`config.mk`:
```
export PLATFORM = sky130hd
export DESIGN_NAME = abrd_ctrl
export DESIGN_NICKNAME = d
export VERILOG_FILES = /design/src/hdl/abrd_pkg.sv /design/src/hdl/abrd_ctrl.sv
export SDC_FILE = /design/constraint.sdc
export NUM_CORES = 1
export LEC_CHECK = 0
export BUFFER_PORTS_ARGS = -buffer_cell sky130_fd_sc_hd__clkbuf_2
export CAP_MARGIN = 20
export CORE_MARGIN = 10
export CORE_UTILIZATION = 51
export DETAILED_ROUTE_END_ITERATION = 16
export PLACE_DENSITY = 0.79
export SLEW_MARGIN = 20
export SYNTH_ARGS = -nofsm -noshare
export SYNTH_HDL_FRONTEND = slang
export SYNTH_SLANG_ARGS = --single-unit
export TNS_END_PERCENT = 100
```
`constraint.sdc`:
```
create_clock -name clk -period 2.45 [get_ports clk]
set_input_delay 0.3675 -clock clk [delete_from_list [all_inputs] [get_ports clk]]
set_output_delay 0.3675 -clock clk [all_outputs]
set_load 0.01 [all_outputs]
```
`src/hdl/abrd_pkg.sv`:
```
package abrd_pkg;

  localparam int PROB_BITS       = 11;
  localparam int ADAPT_SHIFT     = 5;
  localparam int MAX_DIRECT_BITS = 26;
  localparam int VALUE_W         = 26;
  localparam int COUNT_W         = 5;
  localparam int BYTE_W          = 8;
  localparam int BASE_W          = 11;
  localparam int CODER_W         = 32;

  localparam logic [PROB_BITS:0]   PROB_ONE  = 12'd2048;
  localparam logic [PROB_BITS-1:0] PROB_INIT = 11'd1024;
  localparam logic [CODER_W-1:0]   TOP_VALUE = 32'h0100_0000;

  typedef enum logic [1:0] {
    ACT_PUSH    = 2'd0,
    ACT_RESTART = 2'd1,
    ACT_TREE    = 2'd2,
    ACT_DIRECT  = 2'd3
  } action_t;

  typedef struct packed {
    logic in_ready;
    logic accept;
    logic restart;
    logic push;
    logic clr_step;
    logic idx_sub;
    logic tree_mul;
    logic tree_bit;
    logic dir_bit;
    logic load_out;
  } abrd_cmd_t;

  typedef struct packed {
    logic    in_fire;
    action_t in_action;
    logic    in_count_zero;
    logic    clr_last;
    logic    idx_ge;
    logic    last_bit;
    logic    out_free;
  } abrd_sts_t;

endpackage

```
`src/hdl/abrd_ctrl.sv`:
```
module abrd_ctrl (
  input  logic                clk,
  input  logic                rst,
  input  abrd_pkg::abrd_sts_t sts,
  output abrd_pkg::abrd_cmd_t cmd
);

  typedef enum logic [8:0] {
    S_CLEAR = 9'b000000001,
    S_IDLE  = 9'b000000010,
    S_PUSH  = 9'b000000100,
    S_RCLR  = 9'b000001000,
    S_TIDX  = 9'b000010000,
    S_TMUL  = 9'b000100000,
    S_TUPD  = 9'b001000000,
    S_DIR   = 9'b010000000,
    S_DONE  = 9'b100000000
  } state_t;

  state_t state;
  state_t state_next;

  always_ff @(posedge clk) begin
    if (rst) begin
      state <= S_CLEAR;
    end else begin
      state <= state_next;
    end
  end

  always_comb begin
    state_next = state;
    cmd        = '0;
    unique case (state)
      S_CLEAR: begin
        cmd.clr_step = 1'b1;
        if (sts.clr_last) state_next = S_IDLE;
      end
      S_IDLE: begin
        cmd.in_ready = 1'b1;
        if (sts.in_fire) begin
          cmd.accept = 1'b1;
          case (sts.in_action)
            abrd_pkg::ACT_PUSH: state_next = S_PUSH;
            abrd_pkg::ACT_RESTART: begin
              cmd.restart = 1'b1;
              state_next  = S_RCLR;
            end
            abrd_pkg::ACT_TREE:   state_next = sts.in_count_zero ? S_DONE : S_TIDX;
            abrd_pkg::ACT_DIRECT: state_next = sts.in_count_zero ? S_DONE : S_DIR;
            default:              state_next = S_DONE;
          endcase
        end
      end
      S_PUSH: begin
        cmd.push   = 1'b1;
        state_next = S_DONE;
      end
      S_RCLR: begin
        cmd.clr_step = 1'b1;
        if (sts.clr_last) state_next = S_DONE;
      end
      S_TIDX: begin
        if (sts.idx_ge) begin
          cmd.idx_sub = 1'b1;
        end else begin
          state_next = S_TMUL;
        end
      end
      S_TMUL: begin
        cmd.tree_mul = 1'b1;
        state_next   = S_TUPD;
      end
      S_TUPD: begin
        cmd.tree_bit = 1'b1;
        state_next   = sts.last_bit ? S_DONE : S_TIDX;
      end
      S_DIR: begin
        cmd.dir_bit = 1'b1;
        if (sts.last_bit) state_next = S_DONE;
      end
      S_DONE: begin
        if (sts.out_free) begin
          cmd.load_out = 1'b1;
          state_next   = S_IDLE;
        end
      end
      default: state_next = S_CLEAR;
    endcase
  end

endmodule

```
Word level (Yosys, flattened, before mapping) --
Index checks and enable logic that the tools add are counted. W data, S select, Z words.
Operators by class: divide/modulo/power cells 0, reductions and logical operators 3, muxes and demuxes 23, multiply operators 0, shifts and indexed selects 0, bitwise logic cells 0, $lt $le $gt $ge 0, eq/ne operators 18, $add $sub $neg 0
Operators by type and width (count):
- $mux W9 | 9
- $pmux W9 S9 | 1
- $pmux W9 S4 | 1
- $ne A2 B2 Y1 const B | 6
- $mux W1 | 10
- $eq A9 B1 Y1 const B | 1
- $eq A9 B2 Y1 const B | 1
- $eq A9 B3 Y1 const B | 1
- $eq A9 B4 Y1 const B | 1
- $eq A9 B5 Y1 const B | 1
- $eq A9 B6 Y1 const B | 1
- $eq A9 B7 Y1 const B | 1
- $eq A9 B8 Y1 const B | 1
- $eq A9 B9 Y1 const B | 1
- $reduce_and A6 Y1 | 1
- $eq A2 B2 Y1 const B | 2
- $mux W3 | 1
- $eq A2 B1 Y1 const B | 1
- $logic_not A2 Y1 | 1
- $mux W2 | 1
- $reduce_or A2 Y1 | 1
Storage, ports and cells: latch bits 0, memories kept 0, bits in read-only memories 0, bits in writable memories 0, register bits 9, bits of input ports 10

Depth between registers and ports, before layout --
Gate-level depths: netlist of run 1.
depth in word-level cells 4, mapped depth 7, depth with buffers taken out 6

Worst setup path after synthesis of run 1 --
OpenSTA, ideal clock, no wires.
path kind register -> output, start register state[0], end output port cmd[4] in the netlist's numbering, data required time 2.082 ns, path buffers 2, arrival 1.774 ns, slack 0.308 ns, cell stages (with the launch flop) 6, path through dfxtp_1 -> buf_6 -> or4_4 -> buf_6 -> or4b_4 -> nor2_1
RTL lines:
- start, declared | RTL line abrd_ctrl.sv:20 | state_t state;
- start signal, assigned | RTL line abrd_ctrl.sv:27 | state <= state_next;
- end, declared | RTL line abrd_ctrl.sv:5 | output abrd_pkg::abrd_cmd_t cmd

==> flow_summary.ini, run 1 <==
[yosys]
synth_top_cells_by_count = 9 x dfxtp_1, 9 x nor3_1, 7 x inv_1
synth_area_leader_cell = dfxtp_1
synth_edf_count = 0
syn_avg_cell_area_um2 = 8.00
synth_mux_area_share_pct = 0
synthesis.area_um2 = 768
synth_ff_type = dfxtp_1
synth_seq_cells = 9
synthAdderAreaFrac_pct = 0
seq_area_frac_synth_pct = 23.5
synth-warning-count = 0
synthCells = 96
synthTopCellsByArea = dfxtp_1 23%, nor3_1 5.9%, nor4b_1 4.6%, buf_6 4.4%, inv_1 3.4%
async_reset_ff_share_pct = 0
synth_top_area_share_pct = 23.5
synth_nets = 106
synthXorXnorAreaFrac_pct = 4.56
synth_top_family_by_area = simple AND/OR/NAND/NOR gates
synth_compound_area_share_pct = 17.6
synth-simple-area-share_pct = 44.3
yosysUniqueCellTypes = 41

[die]
pin_count = 20
num_rows = 13
die_w_um = 58.8
fp.dieH_um = 58.8
core_mm2 = 0.00137
die-area_mm2 = 0.00346
initial_utilization_pct = 56.2

[critical_path]
path_buf_inv = 1
slowest_delay_ps = 580
worstPathCellList = or4_4, or4b_4, nor2_1, clkbuf_2
path_class = reg -> out
regToRegSetupSlack_ps = 270
end_kind = primary output
crit_family = simple AND/OR/NAND/NOR gates
arrival_ps = 2000
cpMaxStageDelayCell = or4_4
worst_r2r_endpoint = state[8]
timing.rr.start = state[7]
rr_worst_depth = 5
crit_fanout = 8
critPathLaunchType = flip-flop
worstPathRequired_ps = 2080

[finish]
n_antenna_cell = 0
top_register = state
largestRegisters = state x9
drive_gt1_share_pct = 31.9
n_fill_cell = 130
syn2layout_area_growth_pct = 17.3
final_nets = 127
layoutNonFillerInstCount = 131
fin_util_pct = 65.9
largest_register_ffs = 9

[timing]
max_freq_ghz = 0.423
tightest_slew_ps = 613
skew_ps = 12.5
finalSetupViolCount = 0
slew_headroom_pct = 58.8
layout_setup_ws_ps = 84.9
slew_viol_final = 0
fin_crit_ps = 2370
post-route-period-util_pct = 96.5
tns_ps = 0
hold_viol_final = 0

[cts]
clk_latency_ps = 270
cts_tree = yes
cts-buffers-inserted = 3
cts_buffer_depth = 2
clockRootBuffer = clkbuf_4
numClockSinks = 9
cts_max_level = 1
cts_hold_buf = 0
clk_pin_slew_worst_paths_ps = 70

[power_and_ir_drop]
p_per_area_mw_per_mm2 = 801
power.total_mw = 0.721
ir_drop_mv = 0.437
leakagePower_nw = 0.388

[route]
via_count = 836
drc = 0
wl_mm = 2.27
wl_per_cell_um = 17.4
drtIter0Drc = 37
viasPerCell = 6.38
dr.pass1.iters = 4
final_antenna_net_count = 0

[placed_design]
place_congestion = 0.917
io_buffers = 19
dp_cells = 124
place_ws_ps = 371
place_hpwl_mm = 1.70

[grt]
grtUsageTotal_pct = 13.4
grt-ovfl-total = 0
antenna_found_initial = 0
grt_start_max_net_pins = 12
grt_pass1_vias = 772
grt_first_pass_wirelength_mm = 3.66

[hold_path]
holdCritStartpoint = sts[6]
hp-class = in -> reg
min_to = state[2]
holdPathStages = 2

[job]
drv_cap = 0

[run_status]
outcome = completed
where the power goes:
group          total [mW]  switching (mW)  internal (mW)
Combinational       0.394           0.222          0.172
Sequential          0.209          0.0401          0.169
Clock               0.118          0.0556         0.0629
Total               0.721           0.318          0.404
stage by stage:
stage | hold WS [ps] | cell area [um^2]
floorplan | 437 | 768
global placement | 601 | 838
detailed placement | 604 | 838
CTS | 331 | 865
global route | 349 | 901
finish | 331 | 901
routing by layer:
| metal | global-route usage [%] | vias up | share of wire [%] |
|---|---|---|---|
| met5 | 0 | - | 0 |
| met4 | 6.23 | 0 | 1.4 |
| met2 | 22.5 | 54 | 49 |
| li1 | - | 397 | - |
| met3 | 3.00 | 5 | 9.1 |
| met1 | 15.5 | 380 | 41 |
worst max path at each step:
stage | startpoint | end | slack [ps] | cells past startpoint
after detailed placement | state[1] | cmd[4] | 370 | 4
after CTS | state[1] | cmd[4] | 80 | 4
final | state[1] | cmd[4] | 80 | 4
after floorplan | state[0] | cmd[4] | 310 | 5
after global routing | state[1] | cmd[4] | -10 | 4
after global placement | state[1] | cmd[4] | 390 | 4
layout make-up:
class                           instances  area [um^2]  share of cell area, %
Multi-Input combinational cell         73          524                   58.2
Sequential cell                         9          180                   20.0
Timing Repair Buffer                   23          125                   13.9
Clock buffer                            4         26.3                   2.92
Inverter                                7         26.3                   2.92
Tap cell                               15         18.8                   2.08
placed cells by master, fill, tap and decap left out, types with 3 or more instances in the layout:
| master | instances |
|---|---|
| nor2_1 | 5 |
| nor4_1 | 3 |
| nand2b_1 | 3 |
| clkbuf_2 | 19 |
| nand2_1 | 3 |
| nor4b_1 | 4 |
| or3_1 | 3 |
| a21oi_1 | 4 |
| clkbuf_4 | 3 |
| dfxtp_1 | 9 |
| buf_4 | 4 |
| inv_1 | 7 |
| nor3_1 | 8 |
| o21ai_0 | 4 |
cells by family after synthesis:
family          count (synthesis)
simple gates                   50
compound gates                 19
buf+inv                        14
flops                           9
xor+xnor                        4
timing repair:
action | CTS | global route
endpoints found under the hold margin | 0 | 0
endpoints found under the setup margin | 0 | 3
buffers inserted | 0 | 3
gates resized for setup | 0 | 2
Note: power is estimated with default switching activity, not from simulation.
==> run 2, diff against run 1 <==
--- a/config.mk
+++ b/config.mk
@@ -10,7 +10,7 @@
 export CORE_MARGIN = 10
 export CORE_UTILIZATION = 51
 export DETAILED_ROUTE_END_ITERATION = 16
-export PLACE_DENSITY = 0.79
+export PLACE_DENSITY = 0.77
 export SLEW_MARGIN = 20
 export SYNTH_ARGS = -nofsm -noshare
 export SYNTH_HDL_FRONTEND = slang
==> flow_summary.ini, run 2 (synthesis gave the netlist of run 1 again) <==
[run_status]
outcome = completed

[grt]
grt_start_max_net_pins = 12
grtUsageTotal_pct = 13.4
grt-ovfl-total = 0
antenna_found_initial = 0
grt_pass1_vias = 816
grt_first_pass_wirelength_mm = 3.72

[timing]
fin_crit_ps = 2370
hold_viol_final = 0
rsz0062_at_grt = false
tightest_slew_ps = 532
post-route-period-util_pct = 96.9
slew_viol_final = 0
max_freq_ghz = 0.421
finalSetupViolCount = 0
skew_ps = 1.43
slew_headroom_pct = 64.2
tns_ps = 0

[finish]
top_register = state
final_common_cell = clkbuf_2
largest_register_ffs = 9
final_nets = 127
n_fill_cell = 140
n_antenna_cell = 0
drive_gt1_share_pct = 31.0
layout_common_cells = 19 x clkbuf_2, 9 x nor3_1, 9 x dfxtp_1
largestRegisters = state x9
layoutNonFillerInstCount = 131
syn2layout_area_growth_pct = 15.5

[power_and_ir_drop]
p_sw_share_pct = 44.9
power.total_mw = 0.707
power_frac_comb_pct = 53.8
ir_drop_mv = 0.494
p_seq_share_pct = 28.9
p_per_area_mw_per_mm2 = 796
leakagePower_nw = 0.386
power.net_switching_mw = 0.317
clockPowerShare_pct = 17.3
p_int_mw = 0.389

[critical_path]
worstPathRequired_ps = 2080
slowest_delay_ps = 580
regToRegSetupSlack_ps = 350
path_class = reg -> out
end_kind = primary output
cpMaxStageDelayCell = or4_4
worst_r2r_endpoint = state[8]
arrival_ps = 2010
worstPathCellList = or4_4, or4b_4, nor2_1, clkbuf_2
crit_fanout = 8
critPathLaunchType = flip-flop
timing.rr.start = state[7]
rr_worst_depth = 5

[cts]
numClockSinks = 9
clk_pin_slew_worst_paths_ps = 60
cts_tree = yes
cts-resized-gates = 0
cts-buffers-inserted = 3
clk_latency_ps = 270
cts_max_level = 1
cts_buffer_depth = 2
post_cts_buffers = 0
cts_hold_buf = 0
clockRootBuffer = clkbuf_4

[die]
num_rows = 13
die-area_mm2 = 0.00346
pin_count = 20
core_mm2 = 0.00137
fp.dieH_um = 58.8
initial_utilization_pct = 56.2
die_w_um = 58.8

[hold_path]
min_to = state[2]
holdPathStages = 2
holdCritStartpoint = sts[6]
hp-class = in -> reg

[route]
wl_mm = 2.35
wl_per_cell_um = 17.9
final_antenna_net_count = 0
via_count = 855
viasPerCell = 6.53
dr.pass1.iters = 4
drtIter0Drc = 29
drc = 0

[placed_design]
io_buffers = 19
dp_cells = 125
place_congestion = 0.855
place_hpwl_mm = 1.71

[job]
drv_cap = 0
## run 2: worst max-delay path by stage
stage | startpoint | to | slack, ps | depth (start not counted)
floorplan | state[0] | cmd[4] | 310 | 5
global placement | state[1] | cmd[4] | 380 | 4
detailed placement | state[1] | cmd[4] | 360 | 4
CTS | state[1] | cmd[4] | 70 | 4
global route | state[1] | cmd[4] | 10 | 4
finish | state[1] | cmd[4] | 80 | 4
## run 2: layout make-up
cell class | count | area, um^2 | area share (%)
inverters | 7 | 26.3 | 2.96
repair buffers | 23 | 125 | 14.1
well taps | 15 | 18.8 | 2.12
clock buffers | 4 | 26.3 | 2.96
multi-input cells | 73 | 510 | 57.5
flip-flops and latches | 9 | 180 | 20.3
## run 2: critical path, delay by kind of cell, from the launching register on
| kind | cells | cell delay [ps] |
|---|---|---|
| buffers and inverters | 1 | 140 |
| flip-flops | 1 | 360 |
| AND/OR/NAND/NOR | 3 | 1220 |
## run 2: metal layers
metal	vias to the layer above	track usage, %	routed length [um]	part of all wire [%]
li1	400	-	-	-
met1	401	15.8	955	41
met2	46	21.5	1130	48
met3	8	3.65	208	8.9
met4	0	6.89	54	2.3
met5	-	0	0	0
## run 2: metrics by stage
stage,cell area [um^2],worst slack [ps],hold WS (ps),utilization (%)
floorplan,768,308,437,-
global placement,846,383,589,61.9
detailed placement,846,357,599,61.9
CTS,872,73.4,324,63.8
global route,887,12.3,353,64.9
finish,887,76.8,336,64.9
## run 2: power groups by stage
| stage | Combinational, mW | Clock, mW | Sequential, mW |
|---|---|---|---|
| after global placement | 0.345 | 0 | 0.205 |
| after CTS | 0.356 | 0.118 | 0.203 |
| after detailed placement | 0.352 | 0 | 0.206 |
| after global routing | 0.410 | 0.129 | 0.208 |
| final | 0.380 | 0.122 | 0.204 |
| after floorplan | 0.304 | 0 | 0.188 |
==> run 3, diff against run 2 <==
--- a/config.mk
+++ b/config.mk
@@ -8,9 +8,10 @@
 export BUFFER_PORTS_ARGS = -buffer_cell sky130_fd_sc_hd__clkbuf_2
 export CAP_MARGIN = 20
 export CORE_MARGIN = 10
-export CORE_UTILIZATION = 51
+export CORE_UTILIZATION = 55
 export DETAILED_ROUTE_END_ITERATION = 16
-export PLACE_DENSITY = 0.77
+export GPL_TIMING_DRIVEN = 0
+export PLACE_DENSITY = 0.83
 export SLEW_MARGIN = 20
 export SYNTH_ARGS = -nofsm -noshare
 export SYNTH_HDL_FRONTEND = slang
==> constraint.sdc (replaced) <==
create_clock -name clk -period 3 [get_ports clk]
set_input_delay 0.45 -clock clk [delete_from_list [all_inputs] [get_ports clk]]
set_output_delay 0.45 -clock clk [all_outputs]
set_load 0.01 [all_outputs]
==> flow_summary.ini, run 3 (synthesis gave the netlist of run 1 again) <==
[run_status]
outcome = completed

[finish]
n_antenna_cell = 0
top_register = state
syn2layout_area_growth_pct = 18.2
layoutNonFillerInstCount = 134
final_nets = 130
fin_util_pct = 69.8
final_common_cell = clkbuf_2
multi_input_area_um2 = 510
largestRegisters = state x9
layout_common_cells = 19 x clkbuf_2, 9 x nor3_1, 9 x dfxtp_1
drive_gt1_share_pct = 31.1
largest_register_ffs = 9
n_fill_cell = 106
seqCellArea_um2 = 180

[critical_path]
critPathLaunchType = flip-flop
end_kind = primary output
path_class = reg -> out
worstPathRequired_ps = 2550
crit_start = state[2]
crit_fanout = 8
worstPathCellList = clkbuf_1, or4_4, buf_6, or4b_4, nor2_1, clkbuf_2
timing.rr.start = state[4]
arrival_ps = 2150
cpMaxStageDelayCell = or4b_4
slowest_delay_ps = 520

[route]
drtIter0Drc = 28
viasPerCell = 6.15
final_antenna_net_count = 0
drc = 0
via_count = 824
dr.pass1.iters = 4
wl_mm = 2.04
wl_per_cell_um = 15.2

[hold_path]
hp-class = in -> reg
holdCritStartpoint = sts[6]

[grt]
grt_first_pass_wirelength_mm = 3.31
grt_start_max_net_pins = 11
grtUsageTotal_pct = 12.2
grt_pass1_vias = 719
grt-ovfl-total = 0
antenna_found_initial = 0

[power_and_ir_drop]
p_seq_share_pct = 27.1
power.total_mw = 0.576
p_int_mw = 0.329
power_frac_comb_pct = 55.8
ir_drop_mv = 0.407
leakagePower_nw = 0.399
p_sw_share_pct = 43.0
clockPowerShare_pct = 17.1
power.net_switching_mw = 0.248
p_per_area_mw_per_mm2 = 634

[timing]
finalSetupViolCount = 0
tns_ps = 0
slew_viol_final = 0
rsz0062_at_grt = false
hold_viol_final = 0
post-route-period-util_pct = 86.7
max_freq_ghz = 0.384
slew_headroom_pct = 62.5
skew_ps = 4.75
fin_crit_ps = 2600
tightest_slew_ps = 557
layout_setup_ws_ps = 398

[placed_design]
place_ws_ps = 695
io_buffers = 19
dp_cells = 130
place_hpwl_mm = 1.59
place_congestion = 0.852

[die]
fp.dieH_um = 57.4
pin_count = 20
initial_utilization_pct = 59.0
die-area_mm2 = 0.00329
core_mm2 = 0.00130
die_w_um = 57.4
num_rows = 13

[cts]
cts_hold_buf = 0
clk_latency_ps = 270
clockRootBuffer = clkbuf_4
cts_max_level = 1
numClockSinks = 9
cts_buffer_depth = 2
post_cts_buffers = 0
cts-buffers-inserted = 3
clk_pin_slew_worst_paths_ps = 70
cts-resized-gates = 0
cts_tree = yes

[job]
drv_cap = 0
==> run 3: cell count changes in the layout (fill, tap and decap cells not counted) <==
cell	delta
clkbuf_1	+2
buf_2	+2
buf_6	+3
buf_4	-4
==> run 3: final timing paths <==
| check | end | slack [ps] | cells after the start |
|---|---|---|---|
| setup reg to reg | state[8] | 990 | 6 |
| hold / removal | state[2] | 400 | 2 |
| setup / recovery | cmd[4] | 400 | 6 |
| hold reg to reg | state[0] | 600 | 2 |
==> run 3: stage by stage <==
stage | hold WS, ps | area (um^2)
global placement | 581 | 882
finish | 403 | 908
detailed placement | 592 | 882
CTS | 400 | 908
floorplan | 519 | 768
global route | 416 | 908
==> run 3: per-layer routing <==
metal  GRT usage, %  wire [um]
met1           15.1        889
met2           18.7        979
met3           3.54        139
met4           6.04         33
met5              0          0
==> run 3: cell type report <==
class	count	area share, %
plain buffers	7	5.65
clock buffers	4	2.89
inverters	7	2.89
multi-input cells	73	56.2
flip-flops and latches	9	19.8
well taps	15	2.07
repair buffers	19	10.5
==> run 3: power groups by stage <==
| stage | Sequential (mW) | Combinational [mW] | Clock (mW) |
|---|---|---|---|
| after global routing | 0.159 | 0.354 | 0.106 |
| after detailed placement | 0.158 | 0.318 | 0 |
| after global placement | 0.157 | 0.313 | 0 |
| after floorplan | 0.154 | 0.248 | 0 |
| after CTS | 0.155 | 0.321 | 0.0990 |
| final | 0.156 | 0.322 | 0.0985 |
==> run 3: worst max-delay path, delay by kind of cell (launching register included) <==
kind	cells	cell delay [ps]
and+or+nand+nor	3	1130
buffers and inverters	3	470
DFF	1	300
